<file path="src/rtl/core/b32kd_pkg.sv">
`default_nettype none
package b32kd_pkg;

    // Seed length limits, in characters
    localparam int MAX_SEED_CHARS = 63;
    localparam int MIN_SEED_CHARS = 16;
    localparam int COUNT_SAT      = MAX_SEED_CHARS + 1;
    localparam int CHAR_CNT_W     = $clog2(COUNT_SAT + 1);

    // Fixed field widths
    localparam int CHAR_W   = 8;
    localparam int SYM_W    = 5;
    localparam int ACC_W    = 12;
    localparam int HELD_W   = 4;
    localparam int BYTE_W   = 8;
    localparam int INDEX_W  = 6;
    localparam int STATUS_W = 3;

    // Symbol alphabet boundaries
    localparam logic [CHAR_W-1:0] CH_UPPER_A = 8'h41;
    localparam logic [CHAR_W-1:0] CH_UPPER_Z = 8'h5A;
    localparam logic [CHAR_W-1:0] CH_LOWER_A = 8'h61;
    localparam logic [CHAR_W-1:0] CH_LOWER_Z = 8'h7A;
    localparam logic [CHAR_W-1:0] CH_DIGIT_2 = 8'h32;
    localparam logic [CHAR_W-1:0] CH_DIGIT_7 = 8'h37;
    localparam logic [CHAR_W-1:0] CASE_DELTA = 8'h20;
    localparam logic [SYM_W-1:0]  DIGIT_BASE = 5'd26;

    typedef enum logic [STATUS_W-1:0] {
        ST_OK          = 3'd0,
        ST_BAD_LENGTH  = 3'd1,
        ST_BAD_REMAIN  = 3'd2,
        ST_BAD_CHAR    = 3'd3,
        ST_BAD_PADDING = 3'd4
    } t_status;

    typedef struct packed {
        logic                byte_valid;
        logic [BYTE_W-1:0]   key_byte;
        logic [INDEX_W-1:0]  byte_index;
        logic                done_res;
        t_status             status;
    } t_result;

endpackage
`default_nettype wire

</file>
<file path="src/rtl/core/b32kd_if.sv">
`default_nettype none
interface b32kd_in_if;
    logic                       valid;
    logic                       ready;
    logic [b32kd_pkg::CHAR_W-1:0] char_code;
    logic                       last;

    modport source (output valid, output char_code, output last, input ready);
    modport sink   (input valid, input char_code, input last, output ready);
endinterface

interface b32kd_out_if;
    logic                          valid;
    logic                          ready;
    logic                          byte_valid;
    logic [b32kd_pkg::BYTE_W-1:0]   key_byte;
    logic [b32kd_pkg::INDEX_W-1:0]  byte_index;
    logic                          done_res;
    logic [b32kd_pkg::STATUS_W-1:0] status;

    modport source (output valid, output byte_valid, output key_byte, output byte_index,
                    output done_res, output status, input ready);
    modport sink   (input valid, input byte_valid, input key_byte, input byte_index,
                    input done_res, input status, output ready);
endinterface
`default_nettype wire

</file>
<file path="src/rtl/core/base32_key_decoder.sv">
// Base32 key decoder: unpadded, case-insensitive RFC 4648 Base32, one
// seed character per transaction on i_in (char_code, last flag).
// Every input transaction yields exactly one result transaction on o_out:
// byte_valid/key_byte/byte_index when the character completed a key byte,
// and done_res/status on the result of the final character. Bytes are
// provisional; discard the key unless the final status is ok.
// Each result is registered before it is presented. Throughput: one
// character per cycle while i_in.ready is high, set by the single decode
// step (shift, merge, byte extract) between the input handshake and the
// result register. A result register plus a skid register decouple the
// sides, so a character is taken even while one finished result waits.
// Receiver stall: results collect in the skid register; i_in.ready drops
// only while both result slots are full.
// Reset (i_rst_n low, synchronous): clear the accumulator, counters, the
// bad-character flag and both result slots. All but the result slots
// clear after every final character, so the next seed can follow at once.
`default_nettype none
module base32_key_decoder (
    input  wire logic i_clk,
    input  wire logic i_rst_n,
    b32kd_in_if.sink    i_in,
    b32kd_out_if.source o_out
);
    import b32kd_pkg::*;

    // decode state
    logic [ACC_W-1:0]      r_acc,        n_acc;
    logic [HELD_W-1:0]     r_held,       n_held;
    logic [CHAR_CNT_W-1:0] r_char_cnt,   n_char_cnt;
    logic [INDEX_W-1:0]    r_out_cnt,    n_out_cnt;
    logic                  r_bad_seen,   n_bad_seen;

    // result slots
    logic    r_out_valid,  n_out_valid;
    logic    r_skid_valid, n_skid_valid;
    t_result r_out,        n_out;
    t_result r_skid,       n_skid;

    logic                  in_accept;
    logic                  out_take;
    logic [CHAR_W-1:0]     upper_code;
    logic                  is_alpha;
    logic                  is_digit;
    logic                  sym_legal;
    logic [SYM_W-1:0]      sym_val;
    logic [ACC_W-1:0]      shifted_acc;
    logic [HELD_W-1:0]     held_plus;
    logic [HELD_W-1:0]     held_left;
    logic                  emit;
    logic [ACC_W-1:0]      acc_upd;
    logic [HELD_W-1:0]     held_upd;
    logic [CHAR_CNT_W-1:0] cnt_upd;
    logic                  bad_upd;
    logic [2:0]            cnt_rem;
    t_result               result;

    assign in_accept = i_in.valid && i_in.ready;
    assign out_take  = o_out.valid && o_out.ready;

    // Fold lower case onto upper case, then map the symbol
    always_comb begin
        upper_code = i_in.char_code;
        if (i_in.char_code >= CH_LOWER_A && i_in.char_code <= CH_LOWER_Z) begin
            upper_code = i_in.char_code - CASE_DELTA;
        end
        is_alpha  = (upper_code >= CH_UPPER_A) && (upper_code <= CH_UPPER_Z);
        is_digit  = (upper_code >= CH_DIGIT_2) && (upper_code <= CH_DIGIT_7);
        sym_legal = is_alpha || is_digit;
        if (is_alpha) begin
            sym_val = SYM_W'(upper_code - CH_UPPER_A);
        end else if (is_digit) begin
            sym_val = SYM_W'(upper_code - CH_DIGIT_2) + DIGIT_BASE;
        end else begin
            sym_val = '0;
        end
    end

    // Append five bits; pull out a byte once eight or more are held
    always_comb begin
        shifted_acc = {r_acc[ACC_W-SYM_W-1:0], sym_val};
        held_plus   = r_held + HELD_W'(SYM_W);
        emit        = sym_legal && (held_plus >= HELD_W'(BYTE_W));
        held_left   = held_plus - HELD_W'(BYTE_W);

        acc_upd  = r_acc;
        held_upd = r_held;
        bad_upd  = r_bad_seen;
        if (!sym_legal) begin
            bad_upd = 1'b1;
        end else if (emit) begin
            acc_upd  = shifted_acc & ((ACC_W'(1) << held_left) - ACC_W'(1));
            held_upd = held_left;
        end else begin
            acc_upd  = shifted_acc;
            held_upd = held_plus;
        end

        cnt_upd = r_char_cnt;
        if (r_char_cnt < CHAR_CNT_W'(COUNT_SAT)) begin
            cnt_upd = r_char_cnt + CHAR_CNT_W'(1);
        end
        cnt_rem = cnt_upd[2:0];

        result            = '0;
        result.byte_valid = emit;
        if (emit) begin
            result.key_byte   = BYTE_W'(shifted_acc >> held_left);
            result.byte_index = r_out_cnt;
        end
        result.done_res = i_in.last;
        result.status   = ST_OK;
        if (i_in.last) begin
            priority if (cnt_upd < CHAR_CNT_W'(MIN_SEED_CHARS)
                         || cnt_upd > CHAR_CNT_W'(MAX_SEED_CHARS)) begin
                result.status = ST_BAD_LENGTH;
            end else if (cnt_rem == 3'd1 || cnt_rem == 3'd3 || cnt_rem == 3'd6) begin
                result.status = ST_BAD_REMAIN;
            end else if (bad_upd) begin
                result.status = ST_BAD_CHAR;
            end else if (acc_upd != '0) begin
                result.status = ST_BAD_PADDING;
            end else begin
                result.status = ST_OK;
            end
        end
    end

    // Next state: advance on each accepted character, clear after the last
    always_comb begin
        n_acc      = r_acc;
        n_held     = r_held;
        n_char_cnt = r_char_cnt;
        n_out_cnt  = r_out_cnt;
        n_bad_seen = r_bad_seen;
        if (in_accept) begin
            if (i_in.last) begin
                n_acc      = '0;
                n_held     = '0;
                n_char_cnt = '0;
                n_out_cnt  = '0;
                n_bad_seen = 1'b0;
            end else begin
                n_acc      = acc_upd;
                n_held     = held_upd;
                n_char_cnt = cnt_upd;
                n_out_cnt  = emit ? r_out_cnt + INDEX_W'(1) : r_out_cnt;
                n_bad_seen = bad_upd;
            end
        end
    end

    // Result register with skid slot; hold order, drop a slot once taken
    always_comb begin
        n_out_valid  = r_out_valid;
        n_skid_valid = r_skid_valid;
        n_out        = r_out;
        n_skid       = r_skid;
        if (out_take) begin
            if (r_skid_valid) begin
                n_out        = r_skid;
                n_skid_valid = 1'b0;
            end else begin
                n_out_valid = 1'b0;
            end
        end
        if (in_accept) begin
            if (!r_out_valid || (out_take && !r_skid_valid)) begin
                n_out       = result;
                n_out_valid = 1'b1;
            end else begin
                n_skid       = result;
                n_skid_valid = 1'b1;
            end
        end
    end

    always_ff @(posedge i_clk) begin
        if (!i_rst_n) begin
            r_acc        <= '0;
            r_held       <= '0;
            r_char_cnt   <= '0;
            r_out_cnt    <= '0;
            r_bad_seen   <= 1'b0;
            r_out_valid  <= 1'b0;
            r_skid_valid <= 1'b0;
        end else begin
            r_acc        <= n_acc;
            r_held       <= n_held;
            r_char_cnt   <= n_char_cnt;
            r_out_cnt    <= n_out_cnt;
            r_bad_seen   <= n_bad_seen;
            r_out_valid  <= n_out_valid;
            r_skid_valid <= n_skid_valid;
        end
    end

    always_ff @(posedge i_clk) begin
        r_out  <= n_out;
        r_skid <= n_skid;
    end

    assign i_in.ready       = !r_skid_valid;
    assign o_out.valid      = r_out_valid;
    assign o_out.byte_valid = r_out.byte_valid;
    assign o_out.key_byte   = r_out.key_byte;
    assign o_out.byte_index = r_out.byte_index;
    assign o_out.done_res   = r_out.done_res;
    assign o_out.status     = r_out.status;

endmodule
`default_nettype wire
</file>
<file path="src/flat_wrapper.sv">
// flat-port wrapper written by rule: the top's interface ports become plain ports
module base32_key_decoder_flat import b32kd_pkg::*;
  (i_clk, i_rst_n, i_in_valid, i_in_char_code, i_in_last, i_in_ready, o_out_valid, o_out_byte_valid, o_out_key_byte, o_out_byte_index, o_out_done_res, o_out_status, o_out_ready);
  b32kd_in_if i_in_i ();
  b32kd_out_if o_out_i ();
  input  wire logic i_clk;
  input  wire logic i_rst_n;
  input wire logic [$bits(i_in_i.valid)-1:0] i_in_valid;
  input wire logic [$bits(i_in_i.char_code)-1:0] i_in_char_code;
  input wire logic [$bits(i_in_i.last)-1:0] i_in_last;
  output wire logic [$bits(i_in_i.ready)-1:0] i_in_ready;
  output wire logic [$bits(o_out_i.valid)-1:0] o_out_valid;
  output wire logic [$bits(o_out_i.byte_valid)-1:0] o_out_byte_valid;
  output wire logic [$bits(o_out_i.key_byte)-1:0] o_out_key_byte;
  output wire logic [$bits(o_out_i.byte_index)-1:0] o_out_byte_index;
  output wire logic [$bits(o_out_i.done_res)-1:0] o_out_done_res;
  output wire logic [$bits(o_out_i.status)-1:0] o_out_status;
  input wire logic [$bits(o_out_i.ready)-1:0] o_out_ready;
  assign i_in_i.valid = i_in_valid;
  assign i_in_i.char_code = i_in_char_code;
  assign i_in_i.last = i_in_last;
  assign i_in_ready = i_in_i.ready;
  assign o_out_valid = o_out_i.valid;
  assign o_out_byte_valid = o_out_i.byte_valid;
  assign o_out_key_byte = o_out_i.key_byte;
  assign o_out_byte_index = o_out_i.byte_index;
  assign o_out_done_res = o_out_i.done_res;
  assign o_out_status = o_out_i.status;
  assign o_out_i.ready = o_out_ready;
  base32_key_decoder u_core (.i_clk(i_clk), .i_rst_n(i_rst_n), .i_in(i_in_i), .o_out(o_out_i));
endmodule
</file>
<file path="config.mk">
export PLATFORM = sky130hd
export DESIGN_NAME = base32_key_decoder_flat
export DESIGN_NICKNAME = d
export VERILOG_FILES = /design/src/rtl/core/b32kd_pkg.sv /design/src/rtl/core/b32kd_if.sv /design/src/rtl/core/base32_key_decoder.sv /design/src/flat_wrapper.sv
export SDC_FILE = /design/constraint.sdc
export NUM_CORES = 1
export LEC_CHECK = 0
export BUFFER_PORTS_ARGS = -buffer_cell sky130_fd_sc_hd__buf_2
export CORE_MARGIN = 2
export CORE_UTILIZATION = 30
export CTS_BUF_LIST = sky130_fd_sc_hd__clkbuf_4
export DETAILED_ROUTE_END_ITERATION = 12
export GPL_ROUTABILITY_DRIVEN = 1
export PLACE_DENSITY_LB_ADDON = 0.25
export SETUP_SLACK_MARGIN = 0.1
export SLEW_MARGIN = 25
export SYNTH_ARGS = -nofsm -noshare
export SYNTH_HDL_FRONTEND = slang
export SYNTH_SLANG_ARGS = --single-unit
</file>
<file path="constraint.sdc">
create_clock -name i_clk -period 4 [get_ports i_clk]
set_clock_uncertainty 0.1 [all_clocks]
set_input_delay 0.8 -clock i_clk [delete_from_list [all_inputs] [get_ports i_clk]]
set_output_delay 0.8 -clock i_clk [all_outputs]
set_load 0.1 [all_outputs]
</file>
# [Yosys cells after proc, flatten, opt, wreduce, memory -nomap -nowiden]
# Cells that the tools add are included.
[word_totals] mem_count=0 reg_bits=70 romBits=0 latch_bits=0 mem_bits_rw=0 wordCells=95 inputBits=13
[op_classes] div_mod_pow=0 reduce_logical=20 addsub=9 n_shift=2 bitwise_logic=2 mul=0 eq_ne=3 n_lt_le_gt_ge=10 muxes=32
[op_table] operator="2-to-1 mux 19 bit" count=4
[op_table] operator="2-to-1 mux 12 bit" count=3
[op_table] operator="greater-or-equal comparator 8 x 7 -> 1 bit (second input constant)" count=2
[op_table] operator="<= comparator 8 x 7 -> 1 bit (second input constant)" count=2
[op_table] operator="2-to-1 mux 3 bit" count=5
[op_table] operator="2-to-1 mux 14 bit" count=1
[op_table] operator="2-to-1 mux 7 bit" count=2
[op_table] operator="AND 12 bit" count=1
[op_table] operator="2-to-1 mux 4 bit" count=3
[op_table] operator="2-to-1 mux 6 bit" count=2
[op_table] operator="nonzero test 12 bit" count=1
[op_table] operator="<< shifter 1 x 4 -> 12 bit (first input constant)" count=1
[op_table] operator="right shift 12 x 4 -> 8 bit" count=1
[op_table] operator="subtractor 12 x 1 -> 12 bit (second input constant)" count=1
[op_table] operator="2-to-1 mux 5 bit" count=2
[op_table] operator="2-to-1 mux 1 bit" count=9
[op_table] operator="greater-or-equal comparator 8 x 6 -> 1 bit (second input constant)" count=1
[op_table] operator="<= comparator 8 x 6 -> 1 bit (second input constant)" count=1
[op_table] operator="2-to-1 mux 8 bit" count=1
[op_table] operator="subtractor 8 x 6 -> 8 bit (second input constant)" count=1
[op_table] operator="adder 7 x 1 -> 7 bit (second input constant)" count=1
[op_table] operator="> comparator 7 x 6 -> 1 bit (second input constant)" count=1
[op_table] operator="logical AND 1 bit" count=7
[op_table] operator="< comparator 7 x 5 -> 1 bit (second input constant)" count=1
[op_table] operator="other kinds (16)" count=24

# [Depth between registers and ports, before layout]
# Gate-level depths: netlist (run 1).
[depth] ltp_word=18 depth_mapped=13 mapped_depth_nobuf=12

# [Worst setup path after synthesis (run 1)]
# No wires, ideal clock.
[synth_path] kind="input to register" from="input port i_in_char_code[0]" to="register u_core.r_out_cnt[3]" path_buffers=1 stages=12 arrival_ps=2941 setup_time_ps=123 setup_slack_ps=835 cell_sequence="inv_1 > ha_1 > or3b_1 > nor3_2 > or4_1 > buf_2 > o21ai_2 > nand2_1 > inv_2 > o21ai_1 > nor2_1 > mux2_1"
[synth_between] elab_chain_len=9 word_cells_on_any_way=15
[synth_rtl] element="start: declaration" line_no="flat_wrapper.sv:9" source="input wire logic [$bits(i_in_i.char_code)-1:0] i_in_char_code;"
[synth_rtl] element="greater-or-equal comparator 8 x 7 -> 1 bit / <= comparator 8 x 7 -> 1 bit (equally long branches)" line_no="base32_key_decoder.sv:63" source="if (i_in.char_code >= CH_LOWER_A && i_in.char_code <= CH_LOWER_Z) begin"
[synth_rtl] element="logical AND 1 bit" line_no="base32_key_decoder.sv:63"
[synth_rtl] element="2-to-1 mux 8 bit (*)" line_no="base32_key_decoder.sv:63"
[synth_rtl] element="greater-or-equal comparator 8 x 7 -> 1 bit (tied with other cells)" line_no="base32_key_decoder.sv:66" source="is_alpha = (upper_code >= CH_UPPER_A) && (upper_code <= CH_UPPER_Z);"
[synth_rtl] element="logical AND 1 bit, on equally long branches" line_no="base32_key_decoder.sv:66, base32_key_decoder.sv:67"
[synth_rtl] element="logical OR 1 bit (*)" line_no="base32_key_decoder.sv:68" source="sym_legal = is_alpha || is_digit;"
[synth_rtl] element="logical AND 1 bit (*)" line_no="base32_key_decoder.sv:82" source="emit = sym_legal && (held_plus >= HELD_W'(BYTE_W));"
[synth_rtl] element="via u_core.emit" line_no="base32_key_decoder.sv:49" source="logic emit;"
[synth_rtl] element="nonzero test 2 bit (no line) (*)"
[synth_rtl] element="AND reduction 2 bit (no line) (*)"
[synth_rtl] element="end signal: assignment" line_no="base32_key_decoder.sv:190" source="r_out_cnt <= n_out_cnt;"
[synth_rtl] element="end: declaration" line_no="base32_key_decoder.sv:30" source="logic [INDEX_W-1:0] r_out_cnt, n_out_cnt;"
# Mark *: on every way through the listed nets, which the timed path passes. The rest lies on a longest branch.
# A chain may end at the register's enable or synchronous reset.

==> metrics.txt, run 1 <==
Sink Count=70; overall via count from detail_route=between 3000 and 4000; initial antenna violation count=0; power per standard cell area=353 mW/mm2; Die Y=120 um; end of the worst register-to-register path=u_core.o_out.status[2]; Synth Cell Area=0.00405 mm2; Floorplan Core Area=0.0132 mm2; number of flops mapped to enable cells by yosys=19; number of top-level design ports=34; required time reported for the critical path endpoint=about 4200 ps; filler cell count in the final layout=~1400; area growth from synthesis to layout=12.5%; reg2reg path depth=12; global route overflow=0; share of layout cells above drive strength 1=15.0%; cell leakage power=0.00186 uW; width of the die=120 um; CP Cell Sequence=buf_4 > ha_1 > ha_1 > inv_2 > nand3_1 > ha_1 > and4_1 > o31a_1 > nor4_1 > o22ai_1 > o41a_1 > o21a_1; first-pass GRT wire length=16.3 mm; flip-flop cell with the highest count after synthesis=dfxtp_1; kind of start point of the critical path=register; per-cell routed wire length=14.4 um; Min-Delay Path Depth=2; worst setup slack for register-to-register paths=680 ps; clock buffer count from CTS=9; clk_lat worst skew=420 ps; number of buffers added for setup after CTS=0; number of detailed-routing iterations run before antenna repair=4; Cells after Synth=463; arrival time worst endpoint=3540 ps; status=complete, no violations; vias in the first global route=around 3200; Hold Violations, Final=0; final-report setup violation count=0; master of the slowest instance on the critical path=o41a_1; Antenna Nets Post-Route=0; clock slew seen by the registers of the worst setup and hold paths=130 ps; tightest hold margin=a little under 400 ps; Yosys reg bits=70; DRT iter0 DRCs=288; post-route DRC violation count=0; Maximum Capacitance Violations=0; highest achievable clock rate=301 MHz; hpwl dp=7.00 mm; Avg Vias per Cell=5.08; fin crit share=82.9%; port buffer count=33; final worst path period need=3320 ps; GR Util All Layers=between 10% and 20%; Post-CTS Hold Buffers=0; antenna cells=0; terminating pin of the worst hold path=u_core.r_held[3]; final cell area excluding filler cells=0.00455 mm2; setup slack after layout=683 ps; min-delay worst type=register to register; area of the die=0.0144 mm2; Crit. End Element=register; sequential area share after synthesis=39.3%; hold path start=u_core.r_held[3]; routability cong.=0.878; biggest fanout along the worst timing path=18; Post-Synthesis Net Count=491; post-cts gate resize count=0; Critical Path Most Common Cell=ha_1; largest net degree at the start of global routing=39; area occupied by registers=between 0.0015 and 0.002 mm2; standard-cell row count=42; area of the multi-input gates=0.00231 mm2; Cells after DPL=660; max-slew violation count=0; worst slack after detailed placement=305 ps; Avg Synthesized Cell Area=8.74 um2; worst ir drop on vdd=roughly 0.11 mV; CTS tree=done; number of buffer and inverter instances along the worst setup path=2; peak per-stage delay on the critical path=450 ps; launch instance of the worst register-to-register path=u_core.r_held[0]; setup repair after global routing missed its margin=no; H-tree depth=3; startpoint-to-endpoint class of the critical path=register to register; Placed Instance Area=0.00442 mm2; starting density of the core=30.7%; Final nets=523; clk root buf=clkbuf_4; worst-case clock buffer depth=2; Setup TNS=0 ps; count of synthesis-stage warnings from yosys=0; family with the most delay on the worst path=compound AO/OA/AOI/OAI gates; number of distinct library cell variants in the gate-level netlist after synthesis=67; Slew headroom=37.1%; Tightest Pin Transition=942 ps; count of placed standard cells in the final layout, fillers left out=between 600 and 700; routed wire length=just under 10 mm; Post-synth ARST share=0%
metrics by stage:
step | total power (uW) | utilization (%)
3_5_place_dp | 1190 | 33.5
3_3_place_gp | 1190 | 33.5
5_1_grt | 1680 | 34.5
2_1_floorplan | 1110 | -
6_report | 1600 | 34.5
4_1_cts | 1630 | 34.5
worst min-delay path, stage by stage, from the launching register on:
cell and delay (ps):
dfxtp_1 350, inv_2 70, a211oi_1 40
sequential cells by signal, summed over array words and instances, names as in the netlist, 3 cells and up:
name	cells
u_core.o_out.status	3
u_core.r_out_cnt	6
u_core.r_held	4
u_core.r_acc	12
u_core.r_skid	19
u_core.o_out.key_byte	8
u_core.r_char_cnt	7
u_core.o_out.byte_index	6
synthesized netlist by cell type (all sizes together) (6+ instances only):
cell type,number,area [um2]
and3,12,75.1
mux2i,24,240
nor4,6,37.5
a21oi,38,194
ha,15,188
nor2,48,183
clkbuf,17,63.8
edfxtp,19,571
nand3,9,45.0
xnor2,6,52.6
o21a,6,45.0
nor3,15,80.1
mux2,6,67.6
dfxtp,51,1020
inv,15,56.3
nor2b,20,125
nand2,41,154
a22oi,12,95.1
o21ai,24,124
and2,7,43.8
power breakdown:
part	switching [uW]	internal (uW)	total, uW
clock	291	139	431
combinational	310	85.9	396
sequential	19.0	759	778
total	620	984	1600
layer usage:
metal,part of all wire (%),GRT usage (%)
met1,48,18.6
met4,1.2,4.26
met3,3.1,2.00
met5,0,0
met2,47,23.1
cell type report:
type	count	share of cell area, %
Inverter	16	1.32
Timing Repair Buffer	43	5.28
Sequential cell	70	35.0
Clock buffer	9	1.48
Multi-Input combinational cell	355	50.8
Clock inverter	7	1.35
Tap cell	176	4.84
worst max path at each step:
stage,start,slack (ps),cells past startpoint,endpoint
finish,u_core.r_held[0],680,12,u_core.o_out.status[2]
global route,u_core.r_held[0],350,11,u_core.o_out.status[2]
CTS,u_core.r_held[0],690,12,u_core.o_out.status[2]
detailed placement,i_in_char_code[0],300,12,u_core.o_out.status[2]
global placement,i_in_char_code[0],430,11,u_core.o_out.status[2]
floorplan,i_in_char_code[0],840,12,u_core.r_out_cnt[3]
layout by cell type (no fill, tap or decap), types with 3 or more instances in the layout:
master     n
a211oi_1   3
a21oi_1   37
a22oi_1   11
a31oi_1    4
a32oi_1    5
and2_1     7
and3_1    12
buf_2     33
buf_4     10
clkbuf_4   9
dfxtp_1   51
edfxtp_1  19
ha_1      15
inv_1     12
inv_2      3
inv_6      3
mux2_2     5
mux2i_1   24
nand2_1   41
nand2b_1   3
nand3_1    9
nor2_1    47
nor2b_1   20
nor3_1    14
nor4_1     6
o211ai_1   5
o21a_1     6
o21ai_0   17
o21ai_1    6
o22ai_1    3
o31ai_1    3
or3_1      4
xnor2_1    6
xor2_1     4
logic make-up after synthesis:
family                   after synthesis  synth area share, %
multiplexers                          32                 8.72
adder cells (fa/ha/maj)               15                 4.64
AND/OR/NAND/NOR                      179                 22.4
flip-flops                            70                 39.3
AO/OA/AOI/OAI                        119                 19.2
buffers and inverters                 38                 3.59
XOR/XNOR                              10                 2.16
Note: power is estimated with default switching activity, not from simulation.
==> inputs of run 2 (changes only) <==
- clock period: 4 -> 3.48 ns (I/O delays scaled with it)
==> run 2 against run 1 <==
  * Sequential share of layout area decreased by 0.54 points
  * Final area increased by 1.6%
  * Setup slack lost 390 ps
  * First-iteration DRC count decreased by 11%
  * Utilization up 0.57 points
  * Maximum frequency increased by 4.2%
  * Combinational power increased by 16%
  * Non-clock buffer count up 7
  * Clock-buffer cell count stayed put
  * Critical endpoint unchanged
  * Largest cell class unchanged
  * Largest power group unchanged
==> metrics.txt, run 2 (synthesis gave the netlist of run 1 again) <==
routability cong.=0.888 (+1.2%); share of layout cells above drive strength 1=16.6% (+1.6 points); vias in the first global route=3254 (+0.56%); min-delay worst type=register to register; Slew headroom=37.3% (+0.28 points); status=complete, no violations; number of top-level design ports=34 (unchanged); largest register by flop count=u_core.r_skid; fin crit share=91.5% (+8.5 points); worst setup slack for register-to-register paths=300 ps (-390 ps); setup repair after global routing missed its margin=no; clk_lat worst skew=400 ps (-20 ps); Floorplan Core Area=0.0132 mm2 (unchanged); post-cts gate resize count=0 (unchanged); largest net degree at the start of global routing=28 (-28%); overall power of the completed layout=1880 uW (+17%); clock slew seen by the registers of the worst setup and hold paths=120 ps (about the same); Antenna Nets Post-Route=0 (unchanged); Final nets=530 (+1.3%); worst-case clock buffer depth=2 (unchanged); number of buffer and inverter instances along the worst setup path=1 (-1); max-slew violation count=0 (unchanged); clock buffer count from CTS=9 (unchanged); power per standard cell area=405 mW/mm2 (+15%); DRT iter0 DRCs=257 (-11%); Avg Vias per Cell=5.13 (+0.99%); H-tree depth=3 (unchanged); kind of start point of the critical path=register; standard-cell row count=42 (unchanged); starting density of the core=30.7% (unchanged); peak per-stage delay on the critical path=480 ps (+30 ps); most frequent cells in the layout=dfxtp_1, nor2_1, nand2_1; worst ir drop on vdd=0.174 mV (+54%); family with the most delay on the worst path=compound AO/OA/AOI/OAI gates; cell leakage power=0.00190 uW (+2.3%); Die Y=120 um (unchanged); startpoint-to-endpoint class of the critical path=register to register; Setup TNS=0 ps (unchanged); required time reported for the critical path endpoint=3680 ps (-550 ps); area of the die=0.0144 mm2 (unchanged); final-report setup violation count=0 (unchanged); global-route met2 utilization=22.4% (-0.75 points); Tightest Pin Transition=934 ps (-7.88 ps); GR Util All Layers=13.5% (-0.43 points); met3 Use GR=2.52% (+0.52 points); met1 Usage GRT=17.3% (-1.3 points); first-pass GRT wire length=15.9 mm (-2.3%); biggest fanout along the worst timing path=10 (-8); final worst path period need=3180 ps (-134 ps); post-route DRC violation count=0 (unchanged); master of the slowest instance on the critical path=o41a_1; arrival time worst endpoint=3380 ps (-160 ps); number of buffers added for setup after CTS=0 (unchanged); Maximum Capacitance Violations=0 (unchanged); Crit. End Element=register; clk root buf=clkbuf_4; overall via count from detail_route=3502 (+2.0%); global route overflow=0 (unchanged); max FFs per register=19 (unchanged); per-cell routed wire length=14.1 um (-1.9%); tightest hold margin=421 ps (+34.4 ps); most common library cell in the layout ignoring fill and taps=dfxtp_1; routed wire length=9.64 mm (-0.84%); Hold Violations, Final=0 (unchanged); Sink Count=70 (unchanged); antenna cells=0 (unchanged); width of the die=120 um (unchanged); area growth from synthesis to layout=14.3%; number of detailed-routing iterations run before antenna repair=7 (+3); highest achievable clock rate=314 MHz (+4.2%); CP Cell Sequence=ha_1 > ha_1 > inv_2 > nand3_1 > ha_1 > and4_1 > o31a_1 > nor4_2 > o22ai_1 > o41a_1 > o21a_1; Post-CTS Hold Buffers=0 (unchanged); hpwl dp=7.09 mm (+1.3%); Critical Path Most Common Cell=ha_1; initial antenna violation count=0 (unchanged); GRT busiest layer=met2; port buffer count=33 (unchanged); CTS tree=done
run 2: where the power goes:
part           total (uW)  internal [uW]  switching (uW)
logic                 460            104             356
clock network         522            220             302
registers             894            872            21.2
run 2: layer usage:
| metal | vias up | share of wire [%] |
|---|---|---|
| li1 | 1770 | - |
| met5 | - | 0 |
| met3 | 10 | 4.1 |
| met4 | 0 | 1.5 |
| met2 | 73 | 47 |
| met1 | 1649 | 47 |
run 2: layout make-up:
cell class | instances | area, um2
clock inverters | 7 | 72.6
inverters | 16 | 63.8
repair buffers | 50 | 293
clock buffers | 9 | 67.6
well taps | 176 | 220
fillers | 1345 | 8560
multi-input cells | 355 | 2320
flip-flops and latches | 70 | 1590
run 2: metrics by stage:
step           instances  setup slack [ps]  util (%)  area, um2
4_1_cts              683               227      35.0       4610
3_5_place_dp         667              1.61      33.9       4470
3_3_place_gp         667              90.7      33.9       4470
2_1_floorplan        463               364         -       4050
5_1_grt              683               124      35.1       4630
6_report             683               297      35.1       4630
run 2: path summary, 6_finish.rpt:
path,from,end,cells after the start
max,u_core.r_held[1],u_core.o_out.status[2],11
min reg2reg,u_core.r_bad_seen,u_core.r_bad_seen,2
max reg2reg,u_core.r_held[1],u_core.o_out.status[2],11
min,u_core.r_bad_seen,u_core.r_bad_seen,2
run 2: worst min-delay path, stage by stage (launching register included):
cell and delay [ps]:
dfxtp_1 370, a21oi_1 50, nor2_1 80
==> inputs of run 3 (changes only) <==
- SLEW_MARGIN: 25 -> 20
- clock period: 3.48 -> 3.6 ns (I/O delays scaled with it)
==> run 3 against run 2 <==
  * Die area did not move
  * Setup slack better by 150 ps
  * Critical endpoint unchanged
  * Flip-flop and latch count stayed put
  * Non-clock buffer count is 1 lower
  * Largest power group unchanged
  * Largest cell class unchanged
  * Routed wire length down 1.1%
  * Clock power decreased by 7.7%
  * Critical path depth unchanged
  * Clock-buffer cell count unchanged
  * Global-route usage up 0.35 points
==> metrics.txt, run 3 (synthesis gave the netlist of run 1 again) <==
status=complete, no violations; power per standard cell area=389 mW/mm2 (-4.1%); per-cell routed wire length=14.0 um (-1.1%); fin crit share=87.5% (-4.0 points); Final nets=529 (-0.19%); routability cong.=0.854 (-3.9%); max-slew violation count=0 (unchanged); biggest fanout along the worst timing path=5 (-5); startpoint-to-endpoint class of the critical path=register to register; GR Util All Layers=13.8% (+0.35 points); Post-CTS Hold Buffers=0 (unchanged); area of the multi-input gates=0.00231 mm2 (-0.27%); global route overflow=0 (unchanged); Antenna Nets Post-Route=0 (unchanged); CTS tree=done; highest achievable clock rate=317 MHz (+1.0%); final cell area excluding filler cells=0.00460 mm2 (-0.54%); required time reported for the critical path endpoint=3840 ps (+160 ps); filler cell count in the final layout=1387 (+3.1%); setup repair after global routing missed its margin=no; share of layout cells above drive strength 1=16.0% (-0.56 points); fraction of the core area covered by cells at the end of the flow=34.9% (-0.19 points); Crit. End Element=register; fraction of power consumed by combinational cells=24.7% (+0.2 points); number of top-level design ports=34 (unchanged); Slew headroom=43.1% (+5.7 points); largest net degree at the start of global routing=28 (unchanged); most frequent cells in the layout=dfxtp_1, nor2_1, nand2_1; setup slack after layout=450 ps (+153 ps); kind of start point of the critical path=register; H-tree depth=3 (unchanged); post-route DRC violation count=0 (unchanged); max FFs per register=19 (unchanged); Avg Vias per Cell=5.08 (-0.97%); portion of total power attributed to sequential cells=48.3% (+0.7 points); final-report setup violation count=0 (unchanged); Floorplan Core Area=0.0132 mm2 (unchanged); final worst path period need=3150 ps (-32.7 ps); worst slack after detailed placement=45.5 ps (+43.9 ps); routed wire length=9.53 mm (-1.1%); width of the die=120 um (unchanged); Psw=690 uW (+1.6%); Die Y=120 um (unchanged); Hold Violations, Final=0 (unchanged); DRT iter0 DRCs=277 (+7.8%); initial antenna violation count=0 (unchanged); switching share of total power=38.5% (+2.3 points); standard-cell row count=42 (unchanged); Cell Int Power=1100 uW (-8.1%); clk_lat worst skew=430 ps (+30 ps); port buffer count=33 (unchanged); Clk pwr share=26.9% (-1.0 points); min-delay worst type=register to register; clock slew seen by the registers of the worst setup and hold paths=140 ps (+20 ps); most common library cell in the layout ignoring fill and taps=dfxtp_1; largest register by flop count=u_core.r_skid; cell leakage power=0.00189 uW (-0.68%); Tightest Pin Transition=854 ps (-79.8 ps); hpwl dp=6.99 mm (-1.5%); starting density of the core=30.7% (unchanged); Placed Instance Area=0.00447 mm2 (-0.17%); vias in the first global route=3334 (+2.5%); Maximum Capacitance Violations=0 (unchanged); Setup TNS=0 ps (unchanged); worst-case clock buffer depth=2 (unchanged); number of buffers added for setup after CTS=0 (unchanged); clock buffer count from CTS=9 (unchanged); first-pass GRT wire length=16.0 mm (+0.48%); number of detailed-routing iterations run before antenna repair=4 (-3); area of the die=0.0144 mm2 (unchanged); post-cts gate resize count=0 (unchanged); overall via count from detail_route=3468 (-0.97%); area growth from synthesis to layout=13.7%; area occupied by registers=0.00159 mm2 (about the same); worst ir drop on vdd=0.119 mV (-32%); arrival time worst endpoint=3390 ps (about the same); Sink Count=70 (unchanged); clk root buf=clkbuf_4
-- run 3: layer usage --
layer	vias to the layer above	track usage [%]	wire (um)
met3	11	2.57	280
met1	1637	17.6	4600
li1	1769	-	-
met2	51	23.0	4510
met4	0	5.66	138
met5	-	0	0
-- run 3: stage by stage --
step / total power [uW] / std cells / hold slack, ps
2_1_floorplan: 1240 / 463 / 346
3_3_place_gp: 1320 / 666 / 377
3_5_place_dp: 1330 / 666 / 372
4_1_cts: 1820 / 682 / 393
5_1_grt: 1890 / 682 / 416
6_report: 1790 / 683 / 390
-- run 3: critical path, cell delays in order (launching register included) --
cell and delay [ps]:
dfxtp_1 380, a21oi_1 310, xnor2_1 240, and2_1 230, inv_1 50, ha_1 260, and4_1 170, o31a_1 300
nor4_1 240, o22ai_1 120, o41a_1 460, o21a_1 190
-- run 3: layout make-up --
type | count | share of cell area (%)
multi-input combinational | 355 | 50.2
sequential | 70 | 34.6
timing repair buffer | 49 | 6.20
tap | 176 | 4.79
clock buffer | 9 | 1.47
clock inverter | 7 | 1.39
inverter | 16 | 1.31
antenna | 1 | 0.0544
-- run 3: final timing paths --
path,from,endpoint,slack (ps),cells past startpoint
hold reg to reg,u_core.r_held[3],u_core.r_held[3],390,2
setup / recovery,u_core.r_held[1],u_core.o_out.status[2],450,11
hold / removal,u_core.r_held[3],u_core.r_held[3],390,2
setup reg to reg,u_core.r_held[1],u_core.o_out.status[2],450,11
-- run 3: power groups by stage --
| stage | Clock [uW] | Sequential (uW) | Combinational [uW] |
|---|---|---|---|
| floorplan | 0 | 1090 | 147 |
| global route | 550 | 870 | 472 |
| global placement | 0 | 881 | 443 |
| CTS | 504 | 866 | 445 |
| finish | 482 | 865 | 443 |
| detailed placement | 0 | 883 | 444 |
